`config.mk`:
```
export PLATFORM = sky130hd
export DESIGN_NAME = goldbach_prime_pair_search
export DESIGN_NICKNAME = d
export VERILOG_FILES = /design/src/rtl/core/gpps_pkg.sv /design/src/rtl/core/gpps_rem.sv /design/src/rtl/core/gpps_dp.sv /design/src/rtl/core/gpps_ctrl.sv /design/src/rtl/core/goldbach_prime_pair_search.sv
export VERILOG_INCLUDE_DIRS = /design/src /design/src/rtl/core
export SDC_FILE = /design/constraint.sdc
export NUM_CORES = 1
export LEC_CHECK = 0
export ABC_AREA = 1
export BUFFER_PORTS_ARGS = -buffer_cell sky130_fd_sc_hd__buf_2
export CAP_MARGIN = 20
export CORE_MARGIN = 2
export CORE_UTILIZATION = 60
export DETAILED_ROUTE_END_ITERATION = 6
export HOLD_SLACK_MARGIN = 0.15
export PLACE_DENSITY_LB_ADDON = 0.12
export SLEW_MARGIN = 20
export SYNTH_ARGS = -nofsm -noshare
export SYNTH_HDL_FRONTEND = slang
export SYNTH_SLANG_ARGS = --single-unit
```
`constraint.sdc`:
```
create_clock -name clk -period 10.9 [get_ports clk]
set_input_delay 1.635 -clock clk [delete_from_list [all_inputs] [get_ports clk]]
set_output_delay 1.635 -clock clk [all_outputs]
set_load 0.005 [all_outputs]
```
`src/rtl/core/goldbach_prime_pair_search_macros.svh`:
```
// Assertion helpers for the top-level RTL
`ifndef GOLDBACH_PRIME_PAIR_SEARCH_MACROS_SVH
`define GOLDBACH_PRIME_PAIR_SEARCH_MACROS_SVH

// Same-cycle implication, checked out of reset
`define GPPS_ASSERT_NOW(label, ante, cons, msg) \
  label: assert property (@(posedge clk) disable iff (rst) (ante) |-> (cons)) else $error(msg);

// Next-cycle implication, checked out of reset
`define GPPS_ASSERT_NEXT(label, ante, cons, msg) \
  label: assert property (@(posedge clk) disable iff (rst) (ante) |=> (cons)) else $error(msg);

`endif

```
`src/rtl/core/gpps_pkg.sv`:
```
`default_nettype none
package gpps_pkg;

  localparam int NW      = 16;          // working number width
  localparam int DW      = NW / 2 + 2;  // trial divisor width
  localparam int CNTW    = $clog2(NW + 1);

  typedef enum logic [1:0] {
    STATUS_FOUND   = 2'd0,
    STATUS_NO_PAIR = 2'd1,
    STATUS_INVALID = 2'd2
  } status_t;

  typedef struct packed {
    logic    load;       // capture request
    logic    init_cand;
    logic    next_cand;
    logic    v_cand;
    logic    v_comp;
    logic    d_three;
    logic    d_add2;
    logic    d_adv;
    logic    div_start;
    logic    write_out;
    status_t result;
  } cmd_t;

  typedef struct packed {
    logic invalid;
    logic cand_end;
    logic comp_small;
    logic v_lt2;
    logic v_le3;
    logic v_even;
    logic sq_over;
    logic div_done;
    logic rem_zero;
  } stat_t;

endpackage
`default_nettype wire

```
`src/rtl/core/gpps_rem.sv`:
```
`default_nettype none
module gpps_rem (
  input  wire logic                   clk,
  input  wire logic                   rst,
  input  wire logic                   start,
  input  wire logic [gpps_pkg::NW-1:0] dividend,
  input  wire logic [gpps_pkg::DW-1:0] divisor,
  output logic                        done,
  output logic [gpps_pkg::DW-1:0]     rem
);
  import gpps_pkg::*;

  logic [NW-1:0]   shreg;
  logic [DW-1:0]   dvs;
  logic [CNTW-1:0] cnt;
  logic            busy;
  logic [DW:0]     trial;
  logic            fits;

  // restoring remainder, one dividend bit per cycle
  assign trial = {rem, shreg[NW-1]};
  assign fits  = trial >= {1'b0, dvs};

  always_ff @(posedge clk) begin
    if (rst) begin
      busy <= 1'b0;
      done <= 1'b0;
      cnt  <= '0;
    end else begin
      done <= 1'b0;
      if (start) begin
        busy <= 1'b1;
        cnt  <= CNTW'(NW);
      end else if (busy) begin
        cnt <= cnt - 1'b1;
        if (cnt == CNTW'(1)) begin
          busy <= 1'b0;
          done <= 1'b1;
        end
      end
    end
  end

  always_ff @(posedge clk) begin
    if (start) begin
      shreg <= dividend;
      dvs   <= divisor;
      rem   <= '0;
    end else if (busy) begin
      shreg <= {shreg[NW-2:0], 1'b0};
      rem   <= fits ? DW'(trial - {1'b0, dvs}) : trial[DW-1:0];
    end
  end

endmodule
`default_nettype wire

```
`src/rtl/core/gpps_dp.sv`:
```
`default_nettype none
module gpps_dp (
  input  wire logic                    clk,
  input  wire logic                    rst,
  input  wire gpps_pkg::cmd_t          cmd,
  output gpps_pkg::stat_t              st,
  input  wire logic [15:0]             target,
  output logic [15:0]                  larger_prime,
  output logic [15:0]                  smaller_prime,
  output gpps_pkg::status_t            status
);
  import gpps_pkg::*;

  logic [NW-1:0]   n;
  logic [NW-1:0]   cand;
  logic [NW-1:0]   comp;
  logic [NW-1:0]   v;
  logic [DW-1:0]   d;
  logic [2*DW-1:0] sq;
  logic [DW-1:0]   rem;
  logic            found;

  assign comp  = n - cand;
  assign sq    = {{DW{1'b0}}, d} * {{DW{1'b0}}, d};
  assign found = cmd.result == STATUS_FOUND;

  assign st.invalid    = n[0] | (n <= NW'(2));
  assign st.cand_end   = cand == n;
  assign st.comp_small = comp[NW-1:1] == '0;
  assign st.v_lt2      = v < NW'(2);
  assign st.v_le3      = v <= NW'(3);
  assign st.v_even     = ~v[0];
  assign st.sq_over    = sq > (2*DW)'(v);
  assign st.rem_zero   = rem == '0;

  gpps_rem u_rem (
    .clk     (clk),
    .rst     (rst),
    .start   (cmd.div_start),
    .dividend(v),
    .divisor (d),
    .done    (st.div_done),
    .rem     (rem)
  );

  always_ff @(posedge clk) begin
    if (cmd.load)      n <= target[NW-1:0];
    if (cmd.init_cand) cand <= n >> 1;
    if (cmd.next_cand) cand <= cand + 1'b1;
    if (cmd.v_cand)    v <= cand;
    if (cmd.v_comp)    v <= comp;
    if (cmd.d_three)   d <= DW'(3);
    if (cmd.d_add2)    d <= d + DW'(2);
    if (cmd.d_adv)     d <= (d == DW'(3)) ? DW'(5) : d + DW'(4);
    if (cmd.write_out) begin
      larger_prime  <= found ? 16'(cand) : '0;
      smaller_prime <= found ? 16'(comp) : '0;
      status        <= cmd.result;
    end
  end

endmodule
`default_nettype wire

```
`src/rtl/core/gpps_ctrl.sv`:
```
`default_nettype none
module gpps_ctrl (
  input  wire logic           clk,
  input  wire logic           rst,
  input  wire logic           in_valid,
  output logic                in_ready,
  output logic                out_valid,
  input  wire logic           out_ready,
  input  wire gpps_pkg::stat_t st,
  output gpps_pkg::cmd_t      cmd
);
  import gpps_pkg::*;

  typedef enum logic [2:0] {
    S_IDLE, S_START, S_CAND, S_CHECK, S_SQ, S_ISSUE, S_DIV, S_FINISH
  } state_t;

  state_t  state, state_next;
  logic    on_comp, on_comp_next;
  logic    first, first_next;
  status_t res, res_next;
  logic    pass, fail;

  assign in_ready = state == S_IDLE;

  always_comb begin
    cmd          = '0;
    cmd.result   = res;
    state_next   = state;
    on_comp_next = on_comp;
    first_next   = first;
    res_next     = res;
    pass         = 1'b0;
    fail         = 1'b0;
    unique case (state)
      S_IDLE: begin
        if (in_valid) begin
          cmd.load   = 1'b1;
          state_next = S_START;
        end
      end
      S_START: begin
        if (st.invalid) begin
          res_next   = STATUS_INVALID;
          state_next = S_FINISH;
        end else begin
          cmd.init_cand = 1'b1;
          state_next    = S_CAND;
        end
      end
      S_CAND: begin
        if (st.cand_end) begin
          res_next   = STATUS_NO_PAIR;
          state_next = S_FINISH;
        end else if (st.comp_small) begin
          cmd.next_cand = 1'b1;
        end else begin
          cmd.v_cand   = 1'b1;
          on_comp_next = 1'b0;
          state_next   = S_CHECK;
        end
      end
      S_CHECK: begin
        if (st.v_lt2) begin
          fail = 1'b1;
        end else if (st.v_le3) begin
          pass = 1'b1;
        end else if (st.v_even) begin
          fail = 1'b1;
        end else begin
          cmd.d_three = 1'b1;
          first_next  = 1'b0;
          state_next  = S_SQ;
        end
      end
      S_SQ: begin
        if (st.sq_over) pass = 1'b1;
        else state_next = S_ISSUE;
      end
      S_ISSUE: begin
        cmd.div_start = 1'b1;
        state_next    = S_DIV;
      end
      S_DIV: begin
        if (st.div_done) begin
          if (st.rem_zero) begin
            fail = 1'b1;
          end else if (first) begin
            // second divisor of the 6k-1, 6k+1 pair skips the bound check
            cmd.d_add2 = 1'b1;
            first_next = 1'b0;
            state_next = S_ISSUE;
          end else begin
            cmd.d_adv  = 1'b1;
            first_next = 1'b1;
            state_next = S_SQ;
          end
        end
      end
      S_FINISH: begin
        if (!out_valid || out_ready) begin
          cmd.write_out = 1'b1;
          state_next    = S_IDLE;
        end
      end
      default: state_next = S_IDLE;
    endcase

    if (pass) begin
      if (on_comp) begin
        res_next   = STATUS_FOUND;
        state_next = S_FINISH;
      end else begin
        cmd.v_comp   = 1'b1;
        on_comp_next = 1'b1;
        state_next   = S_CHECK;
      end
    end
    if (fail) begin
      cmd.next_cand = 1'b1;
      state_next    = S_CAND;
    end
  end

  always_ff @(posedge clk) begin
    if (rst) begin
      state     <= S_IDLE;
      on_comp   <= 1'b0;
      first     <= 1'b0;
      res       <= STATUS_NO_PAIR;
      out_valid <= 1'b0;
    end else begin
      state   <= state_next;
      on_comp <= on_comp_next;
      first   <= first_next;
      res     <= res_next;
      if (cmd.write_out) out_valid <= 1'b1;
      else if (out_ready) out_valid <= 1'b0;
    end
  end

endmodule
`default_nettype wire

```
`src/rtl/core/goldbach_prime_pair_search.sv`:
```
// Latency: data dependent; set by how many candidates are tried and how many trial
// divisions each candidate needs.
// Throughput: one request at a time; the next is taken once the search of the
// current one ends, while its result may still wait in the output register.
// Reset: synchronous rst clears the controller and the output valid flag.
`default_nettype none
module goldbach_prime_pair_search (
  input  wire logic        clk,
  input  wire logic        rst,
  input  wire logic        s_tvalid,
  output logic             s_tready,
  input  wire logic [15:0] s_tdata,   // [15:0] target
  output logic             m_tvalid,
  input  wire logic        m_tready,
  output logic [31:0]      m_tdata,   // [15:0] larger_prime, [31:16] smaller_prime
  output logic [1:0]       m_tuser    // [1:0] status
);
  import gpps_pkg::*;

  `include "goldbach_prime_pair_search_macros.svh"

  cmd_t    cmd;
  stat_t   st;
  status_t status;

  gpps_ctrl u_ctrl (
    .clk      (clk),
    .rst      (rst),
    .in_valid (s_tvalid),
    .in_ready (s_tready),
    .out_valid(m_tvalid),
    .out_ready(m_tready),
    .st       (st),
    .cmd      (cmd)
  );

  gpps_dp u_dp (
    .clk          (clk),
    .rst          (rst),
    .cmd          (cmd),
    .st           (st),
    .target       (s_tdata),
    .larger_prime (m_tdata[15:0]),
    .smaller_prime(m_tdata[31:16]),
    .status       (status)
  );

  assign m_tuser = status;

  `GPPS_ASSERT_NEXT(a_busy_after_accept, s_tvalid && s_tready, !s_tready, "accepted while busy")
  `GPPS_ASSERT_NOW(a_pair_order, m_tvalid && m_tuser == STATUS_FOUND, m_tdata[15:0] >= m_tdata[31:16], "pair out of order")
  `GPPS_ASSERT_NOW(a_zero_unless_found, m_tvalid && m_tuser != STATUS_FOUND, m_tdata == '0, "nonzero primes without pair")

endmodule
`default_nettype wire

```
# Yosys cells after proc, flatten, opt, wreduce, memory -nomap -nowiden
# Index checks and enable logic that the tools add are counted.
# word_totals
reg_bits,143
out_inout_bits,36
word_cells,169
# classes
add_sub_neg,6
multipliers,1
magnitude_cmp,5
eq_ne,33
mux,84
n_bitwise,2
reduce_logical,18
# op_table
op,n
2-to-1 mux 16 bit,6
2-to-1 mux 10 bit,5
2-to-1 mux 1 bit,43
2-to-1 mux 3 bit,13
<= comparator 16 x 2 -> 1 bit (second input constant),2
one-hot mux 3 bit (8 select lines),1
greater-than comparator 20 x 16 -> 1 bit,1
multiplier 10 x 10 -> 20 bit,1
2-to-1 mux 2 bit,10
inequality test 4 x 2 -> 1 bit (second input constant),5
AND reduction 9 bit,2
adder 16 x 1 -> 16 bit (second input constant),1
== test 16 bit,1
< comparator 16 x 2 -> 1 bit (second input constant),1
subtractor 16 bit,1
logical NOT 15 bit,1
inequality test 3 x 2 -> 1 bit (second input constant),5
== test 3 bit (second input constant),4
inequality test 4 x 1 -> 1 bit (second input constant),3
greater-or-equal comparator 11 x 10 -> 1 bit,1
adder 10 x 2 -> 10 bit (second input constant),1
adder 10 x 3 -> 10 bit (second input constant),1
== test 10 x 2 -> 1 bit (second input constant),1
logical NOT 10 bit,1
other kinds (24),38

# Longest topological paths before layout
# Gate-level depths: netlist of run 1.
# logic_depth
ltp_word,7
mapped_depth,36

# By module
# Synthesis of run 1 repeated with hierarchy kept, for this count alone.
# unflattened
cells_unflattened,1389
area_unflattened_um2,11284.6
# by_module_without_submodules
module,n_inst,cells_each,area_per_inst_um2,seq_area_each_um2
gpps_dp,1,971,8242.9,2762.6
gpps_rem,1,304,2398.6,1121.1
gpps_ctrl,1,114,643.1,160.2

# Worst setup path before layout of run 1
# OpenSTA, ideal clock, no wires.
# synth_timing
kind,register to register
startpoint,register u_dp.d[7]
endpoint,"register u_dp.v[0], enable pin"
arrival_ps,6355
required_time_ps,10528
path_slack_ps,4173
path_stages_with_launch,33
n_path_buf,3
period_less_slack_ps,6727
cell_sequence,edfxtp_1 clkbuf_1 clkbuf_1 nand2_1 fa_1 fa_1 inv_1 fa_1 fa_1 inv_1 fa_1 inv_1 ha_1 nand2_1 inv_1 a21oi_1 o31ai_1 xor2_1 ha_1 nand2_1 nor2_1 nor2b_1 nand2_1 nand3_1 nand2_1 nand2_1 a21oi_1 nand4_1 nand2_1 nand2_1 nand2_2 buf_2 nand2_1
# synth_between
elab_chain_len,6
# synth_rtl
item,line,source
"start, declared",gpps_dp.sv:18,logic [DW-1:0] d;
"start signal, assigned",gpps_dp.sv:53,if (cmd.d_add2) d <= d + DW'(2);
"start signal, assigned",gpps_dp.sv:54,if (cmd.d_adv) d <= (d == DW'(3)) ? DW'(5) : d + DW'(4);
multiplier 10 x 10 -> 20 bit,gpps_dp.sv:24,"assign sq = {{DW{1'b0}}, d} * {{DW{1'b0}}, d};"
greater-than comparator 20 x 16 -> 1 bit,gpps_dp.sv:33,assign st.sq_over = sq > (2*DW)'(v);
2-to-1 mux 1 bit,gpps_ctrl.sv:77,if (st.sq_over) pass = 1'b1;
one-hot mux 1 bit (2 select lines),gpps_ctrl.sv:35,unique case (state)
2-to-1 mux 1 bit,gpps_ctrl.sv:109,if (pass) begin
nonzero test 2 bit (no source line),-,
"end signal, assigned",gpps_dp.sv:50,if (cmd.v_cand) v <= cand;
"end signal, assigned",gpps_dp.sv:51,if (cmd.v_comp) v <= comp;
"end, declared",gpps_dp.sv:17,logic [NW-1:0] v;
# No other way between the ends.
# A chain may end at the register's enable or synchronous reset.

# Final worst setup path of run 1
# layout_timing
startpoint,register u_dp.d[7]
endpoint,"register u_dp.v[12], enable pin"
# Same word-level chain as after synthesis.

==> results of run 1 <==
## worst max path at each step
stage	start	endpoint	slack (ps)	cells past startpoint
floorplan	u_dp.d[7]	u_dp.v[0]	4170	32
global placement	u_dp.d[1]	u_dp.v[12]	3600	25
detailed placement	u_dp.d[6]	u_dp.v[14]	3450	28
CTS	u_dp.d[1]	u_dp.v[13]	3390	25
global route	u_dp.d[7]	u_dp.v[12]	2880	27
finish	u_dp.d[7]	u_dp.v[12]	3410	27
## cell families (layout without fill, tap and decap cells)
| kind of cell | Yosys count | after routing | share of synthesized area |
|---|---|---|---|
| simple gates | 520 | 520 | 0.204 |
| buf+inv | 266 | 326 | 0.0938 |
| compound gates | 180 | 180 | 0.0934 |
| fa+ha+maj | 145 | 145 | 0.200 |
| flops | 143 | 143 | 0.370 |
| xor+xnor | 47 | 47 | 0.0384 |
## synth_stat cells, drive strengths merged (13+ instances only)
cell / number
ha: 96
dfxtp: 25
a21oi: 66
nand4: 20
fa: 49
xnor2: 15
clkbuf: 20
nor3: 13
nand3: 46
xor2: 32
inv: 235
nand2: 291
nor2: 122
o21ai: 74
edfxtp: 118
## through the flow
step	util	hold WS [ps]	instances
after detailed placement	0.636	453	1558
final	0.668	466	1590
after CTS	0.668	464	1590
after floorplan	-	422	1301
after global placement	0.636	448	1558
after global routing	0.668	479	1590
## final cells by class
| type | instances | share of cell area |
|---|---|---|
| clock buffers | 19 | 0.0362 |
| multi-input cells | 892 | 0.491 |
| repair buffers | 58 | 0.0249 |
| inverters | 236 | 0.0743 |
| clock inverters | 13 | 0.0110 |
| flip-flops and latches | 143 | 0.338 |
| well taps | 229 | 0.0240 |
## critical path: stages (launching register included)
cell      delay (ps)
edfxtp_1         720
nand2_1          180
fa_1             500
fa_1             540
inv_1             50
fa_1             520
fa_1             550
inv_1             60
fa_1             540
inv_1             40
ha_1             340
nand2_1          150
inv_1             70
a21oi_1          170
o31ai_1          120
a31oi_1          180
xnor2_1          140
ha_1             250
nand2_1           90
nor2_1            50
a211oi_1         210
nand2_1           80
a21oi_1          130
nand4_1          190
nand2_1          150
nand2_1          120
nand2_2          400
nand2_1          520
## registers in the layout, indices dropped and copies added (netlist names)
name and count:
u_dp.cand 16, u_dp.larger_prime 16, u_dp.n 16, u_dp.smaller_prime 16
u_dp.u_rem.shreg 16, u_dp.v 16, u_dp.d 10, u_dp.u_rem.dvs 10
u_dp.u_rem.rem 10, u_dp.u_rem.cnt 5, u_ctrl.state 3, u_ctrl.res 2
u_dp.status 2, u_ctrl.first 1, u_ctrl.on_comp 1, u_ctrl.out_valid 1
u_dp.u_rem.busy 1, u_dp.u_rem.done 1
## per-layer routing
| metal | GRT usage | up-vias |
|---|---|---|
| li1 | - | 4331 |
| met1 | 0.320 | 3998 |
| met2 | 0.459 | 212 |
| met3 | 0.0376 | 47 |
| met4 | 0.107 | 0 |
| met5 | 0 | - |
==> results.yml, run 1 <==
timing:
  final.min_clock_period_ps: 7490
  tns_ps: 0
  slew_violations: 0
  period_share: 0.688
  timing.fmax_ghz: 0.133
  max_slew.worst_pin.slew_ps: 956
  maxSlewHeadroom: 0.361
  fin_skew_ps: 15.1
  hold_violations: 0
  finalSetupViolCount: 0
  rsz0062_at_grt: "false"
  setup_slack_ps: 3410
route:
  wl_per_cell_um: 15.1
  drc: 0
  wl_met3_um: 748
  dr.first_iter.drc_count: 552
  firstDrtPassIters: 5
  highest_layer: "met4"
  wl_um: 24100
  routed_via_density: 5.40
  met1Wirelength_um: 10300
  postRouteAntennaNets: 0
  dr_total_vias: 8588
  wl_met2_um: 12200
clock_network:
  cts.clk_slew.worst_paths_ps: 60
  postCtsHoldBufs: 0
  cts_repair_resize_count: 0
  htree_levels: 4
  cts_sinks: 143
  post_cts_buffers: 0
  cts_tree: "done"
  max-clock-path-buffers: 2
  worstSkewPairLatency_ps: 430
  cts-buffers-inserted: 17
  root_buffer: "clkbuf_16"
cells_and_area:
  design_area_um2: 12000
  area_growth_syn_to_layout_pct: 9.46
  antenna_cells: 0
  multi_input_area_um2: 5870
  final_layout_size_suffix_gt1_frac: 0.0918
  final_nets: 1513
  register_area_um2: 4040
  final_common_cell: "nand2_1"
  most-common-layout-cells: "nand2_1 (282), inv_1 (230), nor2_1 (118), edfxtp_1 (118), ha_1 (96)"
  n_fill_cell: 1524
die:
  fp-row-count: 49
  dieArea_um2: 19300
  floorplan.initialDensity: 0.610
  io-pin-count: 56
  core-area_um2: 17900
  die_w_um: 139
  die_h_um: 139
critical_path:
  criticalPathCategory: "reg -> reg"
  timing.rr.start: "u_dp.d[7]"
  crit_required_ps: 10920
  r2r_end: "u_dp.v[12]"
  crit_arrival_ps: 7510
  reg2reg_slack_ps: 3410
  worstSetupEndpointType: "register"
  start_kind: "register"
  crit_fanout: 34
  r2r_cells: 27
synth:
  syn_inst: 1301
  synth_edf_count: 118
  synth.top_cell.area_share: 0.324
  netlist_area_um2: 10900
  synth_flop_cell: "edfxtp_1"
  synth.distinct_cells: 55
  synthTopCellsByArea: "edfxtp_1 (32%), ha_1 (11%), nand2_1 (9.7%), fa_1 (9.0%), inv_1 (7.9%)"
  yosysTopAreaCell: "edfxtp_1"
  yosysWarnings: 0
  ys_seq_elements: 143
  synth_area_per_cell_um2: 8.39
  synth_fp_nets: 1466
  ys_seq_area_frac: 0.370
  synth_async_sr_flop_share: 0
worst_hold_path:
  hp-start: "u_ctrl.res[0]"
  min_path_cells: 0
  min_to: "u_dp.status[0]"
  min_path_type: "reg -> reg"
placement:
  place_area_um2: 11400
  dp_hpwl_um: 19100
  io_buffers: 55
  pre_cts_slack_ps: 3450
  place.gp.congestion: 0.932
flow_run:
  maxCapViolCount: 0
grt:
  grt_overflow: 0
  antenna_found_initial: 0
  grt_use_total: 0.260
  grt_first_pass_wirelength_um: 40300
  grt_pass1_vias: 8532
  grt_max_degree: 37
run_status:
  outcome: "finished, final reports clean"
Power of run 1 is left out: the tool's default activity adds up to more than one toggle a clock period on the data nets, which glitch-free logic cannot reach.
==> run 2: changes to the inputs <==
--- a/config.mk
+++ b/config.mk
@@ -6,7 +6,7 @@
 export SDC_FILE = /design/constraint.sdc
 export NUM_CORES = 1
 export LEC_CHECK = 0
-export ABC_AREA = 1
+export ABC_AREA = 0
 export BUFFER_PORTS_ARGS = -buffer_cell sky130_fd_sc_hd__buf_2
 export CAP_MARGIN = 20
 export CORE_MARGIN = 2
==> constraint.sdc (replaced) <==
create_clock -name clk -period 7.21 [get_ports clk]
set_input_delay 1.0815 -clock clk [delete_from_list [all_inputs] [get_ports clk]]
set_output_delay 1.0815 -clock clk [all_outputs]
set_load 0.005 [all_outputs]
==> results.yml, run 2 <==
run_status:
  outcome: "finished, final reports clean"
die:
  die_h_um: 138
  io-pin-count: 56
  die_w_um: 138
  core-area_um2: 17400
  floorplan.initialDensity: 0.618
  dieArea_um2: 19000
  fp-row-count: 48
timing:
  fin_skew_ps: 12.5
  finalSetupViolCount: 0
  hold_violations: 0
  maxSlewHeadroom: 0.332
  rsz0062_at_grt: "true"
  period_share: 0.989
  slew_violations: 0
  final.min_clock_period_ps: 7130
  max_slew.worst_pin.slew_ps: 999
  timing.fmax_ghz: 0.140
  tns_ps: 0
  setup_slack_ps: 78.1
power_and_ir_drop:
  leakage_uw: 0.00548
  p_clk_frac: 0.157
  pwr-share-comb: 0.612
  p_int_uw: 3180
  powerDensity_nw_per_um2: 461
  p_sw_uw: 2510
  switching_share: 0.441
  irDropWorstVdd_mv: 0.363
  power_frac_seq: 0.232
cells_and_area:
  final_layout_size_suffix_gt1_frac: 0.165
  final_common_cell: "inv_1"
  design_area_um2: 12300
  antenna_cells: 0
  multi_input_area_um2: 6230
  final_nets: 1361
  post-route-util: 0.709
  n_fill_cell: 1309
  register_area_um2: 4040
  most-common-layout-cells: "inv_1 (128), edfxtp_1 (118), nand2_1 (99)"
  area_growth_syn_to_layout_pct: 14.7
clock_network:
  root_buffer: "clkbuf_16"
  cts_sinks: 143
  worstSkewPairLatency_ps: 440
  cts.clk_slew.worst_paths_ps: 70
  postCtsHoldBufs: 0
  cts-buffers-inserted: 17
  htree_levels: 4
  cts_tree: "done"
  max-clock-path-buffers: 2
synth:
  synthAdderAreaFrac: 0.203
  yosysWarnings: 0
  muxShareOfSynthArea: 0.0334
  ys_seq_area_frac: 0.376
  yosys.area_share.simple: 0.156
  synth_fp_nets: 1266
  synth_most_common_cell: "inv_1"
  synth.top_cell.area_share: 0.329
  netlist_area_um2: 10800
  synth_compound_area_frac: 0.124
  synth_async_sr_flop_share: 0
  synth_common_cells: "inv_1 (130), edfxtp_1 (118), nand2_1 (101), ha_1 (96), nor2_1 (77)"
  synth_area_per_cell_um2: 9.78
  ys_seq_elements: 143
  synth_edf_count: 118
  synthTopCellsByArea: "edfxtp_1 (33%), ha_1 (11%), fa_1 (9.1%), dfxtp_1 (4.6%), inv_1 (4.5%)"
  syn_inst: 1101
  yosysTopAreaCell: "edfxtp_1"
  synth_top_family_by_area: "adder cells"
  synth_xor_area_frac: 0.0504
  synth_flop_cell: "edfxtp_1"
  synth.distinct_cells: 68
worst_hold_path:
  min_path_type: "reg -> reg"
  hp-start: "u_dp.u_rem.shreg[0]"
placement:
  io_buffers: 55
  pre_cts_slack_ps: -234
  place.gp.congestion: 0.927
  place_area_um2: 11600
  dp_hpwl_um: 19500
route:
  wl_per_cell_um: 18.2
  routed_via_density: 5.97
  dr_total_vias: 8555
  dr.first_iter.drc_count: 799
  postRouteAntennaNets: 0
  wl_um: 26100
  drc: 0
  firstDrtPassIters: 5
grt:
  grt_first_pass_wirelength_um: 42000
  grt_pass1_vias: 8239
  grt_max_degree: 35
  grt_use_total: 0.287
  grt_overflow: 0
  antenna_found_initial: 0
critical_path:
  cpPeakStageDelay_ps: 530
  crit_required_ps: 7390
  start_kind: "register"
  crit_fanout: 10
  timing.rr.start: "u_dp.d[1]"
  slowest_stage: "fa_1"
  criticalPathCategory: "reg -> reg"
  crit_arrival_ps: 7320
  worstSetupEndpointType: "register"
  crit_start: "u_dp.d[1]"
flow_run:
  maxCapViolCount: 0
[run 2: cell count changes after synthesis, moves of 15 or more]
cell | before | now
xnor2_1 | 15 | 43
nand2_1 | 282 | 101
mux2_2 | 0 | 15
inv_1 | 230 | 130
and2_1 | 3 | 29
nand3_1 | 42 | 27
nor2_1 | 120 | 77
[run 2: path summary, 6_finish.rpt]
check,end,cells after the start,slack (ps)
hold / removal,u_dp.u_rem.shreg[1],2,520
setup / recovery,u_dp.v[15],28,80
setup reg to reg,u_dp.v[15],28,80
hold reg to reg,u_dp.u_rem.shreg[1],2,520
[run 2: layout make-up]
class / instances / share of cell area
Clock buffer: 18 / 0.0356
Timing Repair Buffer: 110 / 0.0581
Clock inverter: 14 / 0.0123
Tap cell: 225 / 0.0228
Inverter: 130 / 0.0395
Multi-Input combinational cell: 794 / 0.504
Sequential cell: 143 / 0.327
[run 2: cells by family after synthesis]
logic type / after synthesis
flip-flops: 143
multiplexers: 31
buffers and inverters: 165
AO/OA/AOI/OAI: 214
XOR/XNOR: 62
AND/OR/NAND/NOR: 341
adder cells (fa/ha/maj): 145
[run 2: what timing repair did]
action / CTS / global route
gates resized for setup: 8 / 20
setup buffers: 2 / 7
gates cloned: 0 / 1
endpoints found under the setup margin: 36 / 37
pin swaps: 4 / 14
endpoints found under the hold margin: 0 / 0
[run 2: power groups by stage]
| stage | Combinational, uW | Clock, uW | Sequential (uW) |
|---|---|---|---|
| after global placement | 3020 | 0 | 1320 |
| after floorplan | 2300 | 0 | 1250 |
| after global routing | 3860 | 928 | 1340 |
| after CTS | 3180 | 899 | 1310 |
| after detailed placement | 3100 | 0 | 1320 |
| final | 3480 | 893 | 1320 |
[run 2: critical path, delay by kind of cell (launching register included)]
| family | cells | cell delay [ps] |
|---|---|---|
| compound gates | 6 | 1120 |
| buf+inv | 6 | 490 |
| fa+ha+maj | 7 | 2710 |
| xor+xnor | 2 | 290 |
| mux | 1 | 330 |
| simple gates | 6 | 1480 |
| flops | 1 | 470 |
[run 2: metal layers]
metal  vias up  global-route usage  wire length, um
li1       4064                   -                -
met1      4097               0.418            11700
met2       362               0.447            11900
met3        32              0.0534             2250
met4         0              0.0680              321
met5         -                   0                0
[run 2: metrics by stage]
stage	instances	hold WS [ps]	total power, uW
finish	1434	519	5690
global route	1434	537	6130
CTS	1426	518	5390
floorplan	1101	446	3550
global placement	1392	472	4340
detailed placement	1392	493	4420
(Power assumes the default switching activity.)
==> run 3: changes to the inputs <==
--- a/config.mk
+++ b/config.mk
@@ -10,7 +10,7 @@
 export BUFFER_PORTS_ARGS = -buffer_cell sky130_fd_sc_hd__buf_2
 export CAP_MARGIN = 20
 export CORE_MARGIN = 2
-export CORE_UTILIZATION = 60
+export CORE_UTILIZATION = 36
 export DETAILED_ROUTE_END_ITERATION = 6
 export HOLD_SLACK_MARGIN = 0.15
 export PLACE_DENSITY_LB_ADDON = 0.12
==> results.yml, run 3 (synthesized netlist as in run 2, its figures left out) <==
die:
  io-pin-count: 56
  fp-row-count: 63
  die_h_um: 177
  dieArea_um2: 31300
  die_w_um: 177
  core-area_um2: 29600
  floorplan.initialDensity: 0.364
route:
  drc: 0
  wl_um: 27900
  postRouteAntennaNets: 0
  firstDrtPassIters: 7
  dr_total_vias: 8296
  dr.first_iter.drc_count: 430
  wl_per_cell_um: 17.3
  routed_via_density: 5.14
clock_network:
  cts-buffers-inserted: 17
  worstSkewPairLatency_ps: 430
  htree_levels: 4
  cts_sinks: 143
  max-clock-path-buffers: 2
  root_buffer: "clkbuf_16"
  cts_tree: "done"
  postCtsHoldBufs: 0
  cts.clk_slew.worst_paths_ps: 60
power_and_ir_drop:
  p_sw_uw: 2460
  powerDensity_nw_per_um2: 450
  power_uw: 5730
  leakage_uw: 0.00560
  pwr-share-comb: 0.614
  p_int_uw: 3270
  power_frac_seq: 0.230
  switching_share: 0.429
  irDropWorstVdd_mv: 0.279
  p_clk_frac: 0.156
cells_and_area:
  n_fill_cell: 2937
  antenna_cells: 0
  post-route-util: 0.431
  most-common-layout-cells: "inv_1 (124), edfxtp_1 (118), nand2_1 (98)"
  design_area_um2: 12700
  final_nets: 1375
  area_growth_syn_to_layout_pct: 18.4
  final_cells: 1613
  final_layout_size_suffix_gt1_frac: 0.182
  final_common_cell: "inv_1"
timing:
  slew_violations: 0
  timing.fmax_ghz: 0.140
  maxSlewHeadroom: 0.296
  period_share: 0.988
  setup_slack_ps: 86.7
  max_slew.worst_pin.slew_ps: 1050
  finalSetupViolCount: 0
  rsz0062_at_grt: "true"
  final.min_clock_period_ps: 7120
  fin_skew_ps: 12.9
  hold_violations: 0
placement:
  dp_hpwl_um: 21700
  pre_cts_slack_ps: -195
  dp_cells: 1570
  io_buffers: 55
  place.gp.congestion: 0.855
  place_area_um2: 11900
critical_path:
  worstSetupEndpointType: "register"
  criticalPathCategory: "reg -> reg"
  cpLargestDelayFamily: "adder cells"
  path_common_cell: "fa_1"
  start_kind: "register"
  slowest_stage: "fa_1"
  timing.rr.start: "u_dp.d[2]"
  r2r_cells: 26
  path_depth: 26
  crit_arrival_ps: 7300
  crit_fanout: 5
  crit_start: "u_dp.d[2]"
  cpPeakStageDelay_ps: 540
  critical_path_buf_inv_count: 6
  crit_required_ps: 7390
run_status:
  outcome: "finished, final reports clean"
grt:
  antenna_found_initial: 0
  grt_pass1_vias: 8412
  grt_max_degree: 41
  grt_overflow: 0
  grt_use_total: 0.186
  grt_first_pass_wirelength_um: 45300
flow_run:
  maxCapViolCount: 0
worst_hold_path:
  min_path_cells: 0
  min_path_type: "reg -> reg"
  hp-start: "u_ctrl.res[1]"
## run 3: changes by cell type in the layout (fill, tap and decap cells not counted), moves of 3 or more
cell,previous run,this run
buf_4,52,63
mux2_2,15,9
mux2_4,6,12
inv_1,128,124
inv_2,2,6
o21ai_0,55,51
o21ai_1,6,10
clkbuf_16,17,20
inv_4,0,3
inv_6,4,1
## run 3: worst paths after layout
| path | to | slack, ps |
|---|---|---|
| worst max-delay path | u_dp.v[4] | 90 |
| worst min-delay path | u_dp.status[1] | 490 |
| worst max register to register | u_dp.v[4] | 90 |
| worst min register to register | u_dp.status[1] | 490 |
## run 3: area by class of cell
cell class,count,area [um2],share of cell area
Tap cell,390,488,0.0383
Multi-Input combinational cell,794,6280,0.493
Clock buffer,22,497,0.0390
Clock inverter,10,96.3,0.00756
Inverter,130,488,0.0383
Timing Repair Buffer,124,847,0.0665
Sequential cell,143,4040,0.317
## run 3: layer usage
metal,up-vias,part of all wire,GRT usage
li1,4083,-,-
met1,4051,0.50,0.270
met2,136,0.45,0.289
met3,26,0.036,0.0303
met4,0,0.013,0.0437
met5,-,0,0
## run 3: per-stage QoR
| step | hold WS [ps] | setup TNS [ps] |
|---|---|---|
| floorplan | 446 | 0 |
| global placement | 479 | -798 |
| detailed placement | 483 | -4430 |
| CTS | 499 | 0 |
| global route | 536 | -5170 |
| finish | 494 | 0 |
## run 3: worst reg2reg max path, stage by stage, from the launching register on
cell and delay, ps:
edfxtp_1 470, and2_4 190, fa_1 510, fa_1 540
inv_1 60, fa_1 510, inv_2 40, fa_1 470
inv_1 50, fa_1 490, inv_2 50, ha_4 170
or3_4 330, a211oi_2 210, buf_4 150, nor2_2 40
xor2_1 160, ha_1 300, nand4_1 110, or3_1 410
mux2i_1 140, a21oi_1 50, or4_1 480, nor3_2 240
a311o_2 270, clkbuf_16 160, mux2_4 290
## run 3: power groups by stage
stage	Combinational [uW]	Sequential (uW)	Clock, uW
2_1_floorplan	2300	1250	0
4_1_cts	3300	1320	915
3_5_place_dp	3210	1330	0
6_report	3520	1320	892
3_3_place_gp	3180	1330	0
5_1_grt	3950	1340	949
## run 3: repair_timing
| item | 4_1_cts | 5_1_grt |
|---|---|---|
| hold endpoints to repair | 0 | 0 |
| gates cloned | 1 | 1 |
| pin swaps | 8 | 26 |
| setup buffers | 1 | 8 |
| endpoints found under the setup margin | 34 | 37 |
| gates resized for setup | 13 | 42 |
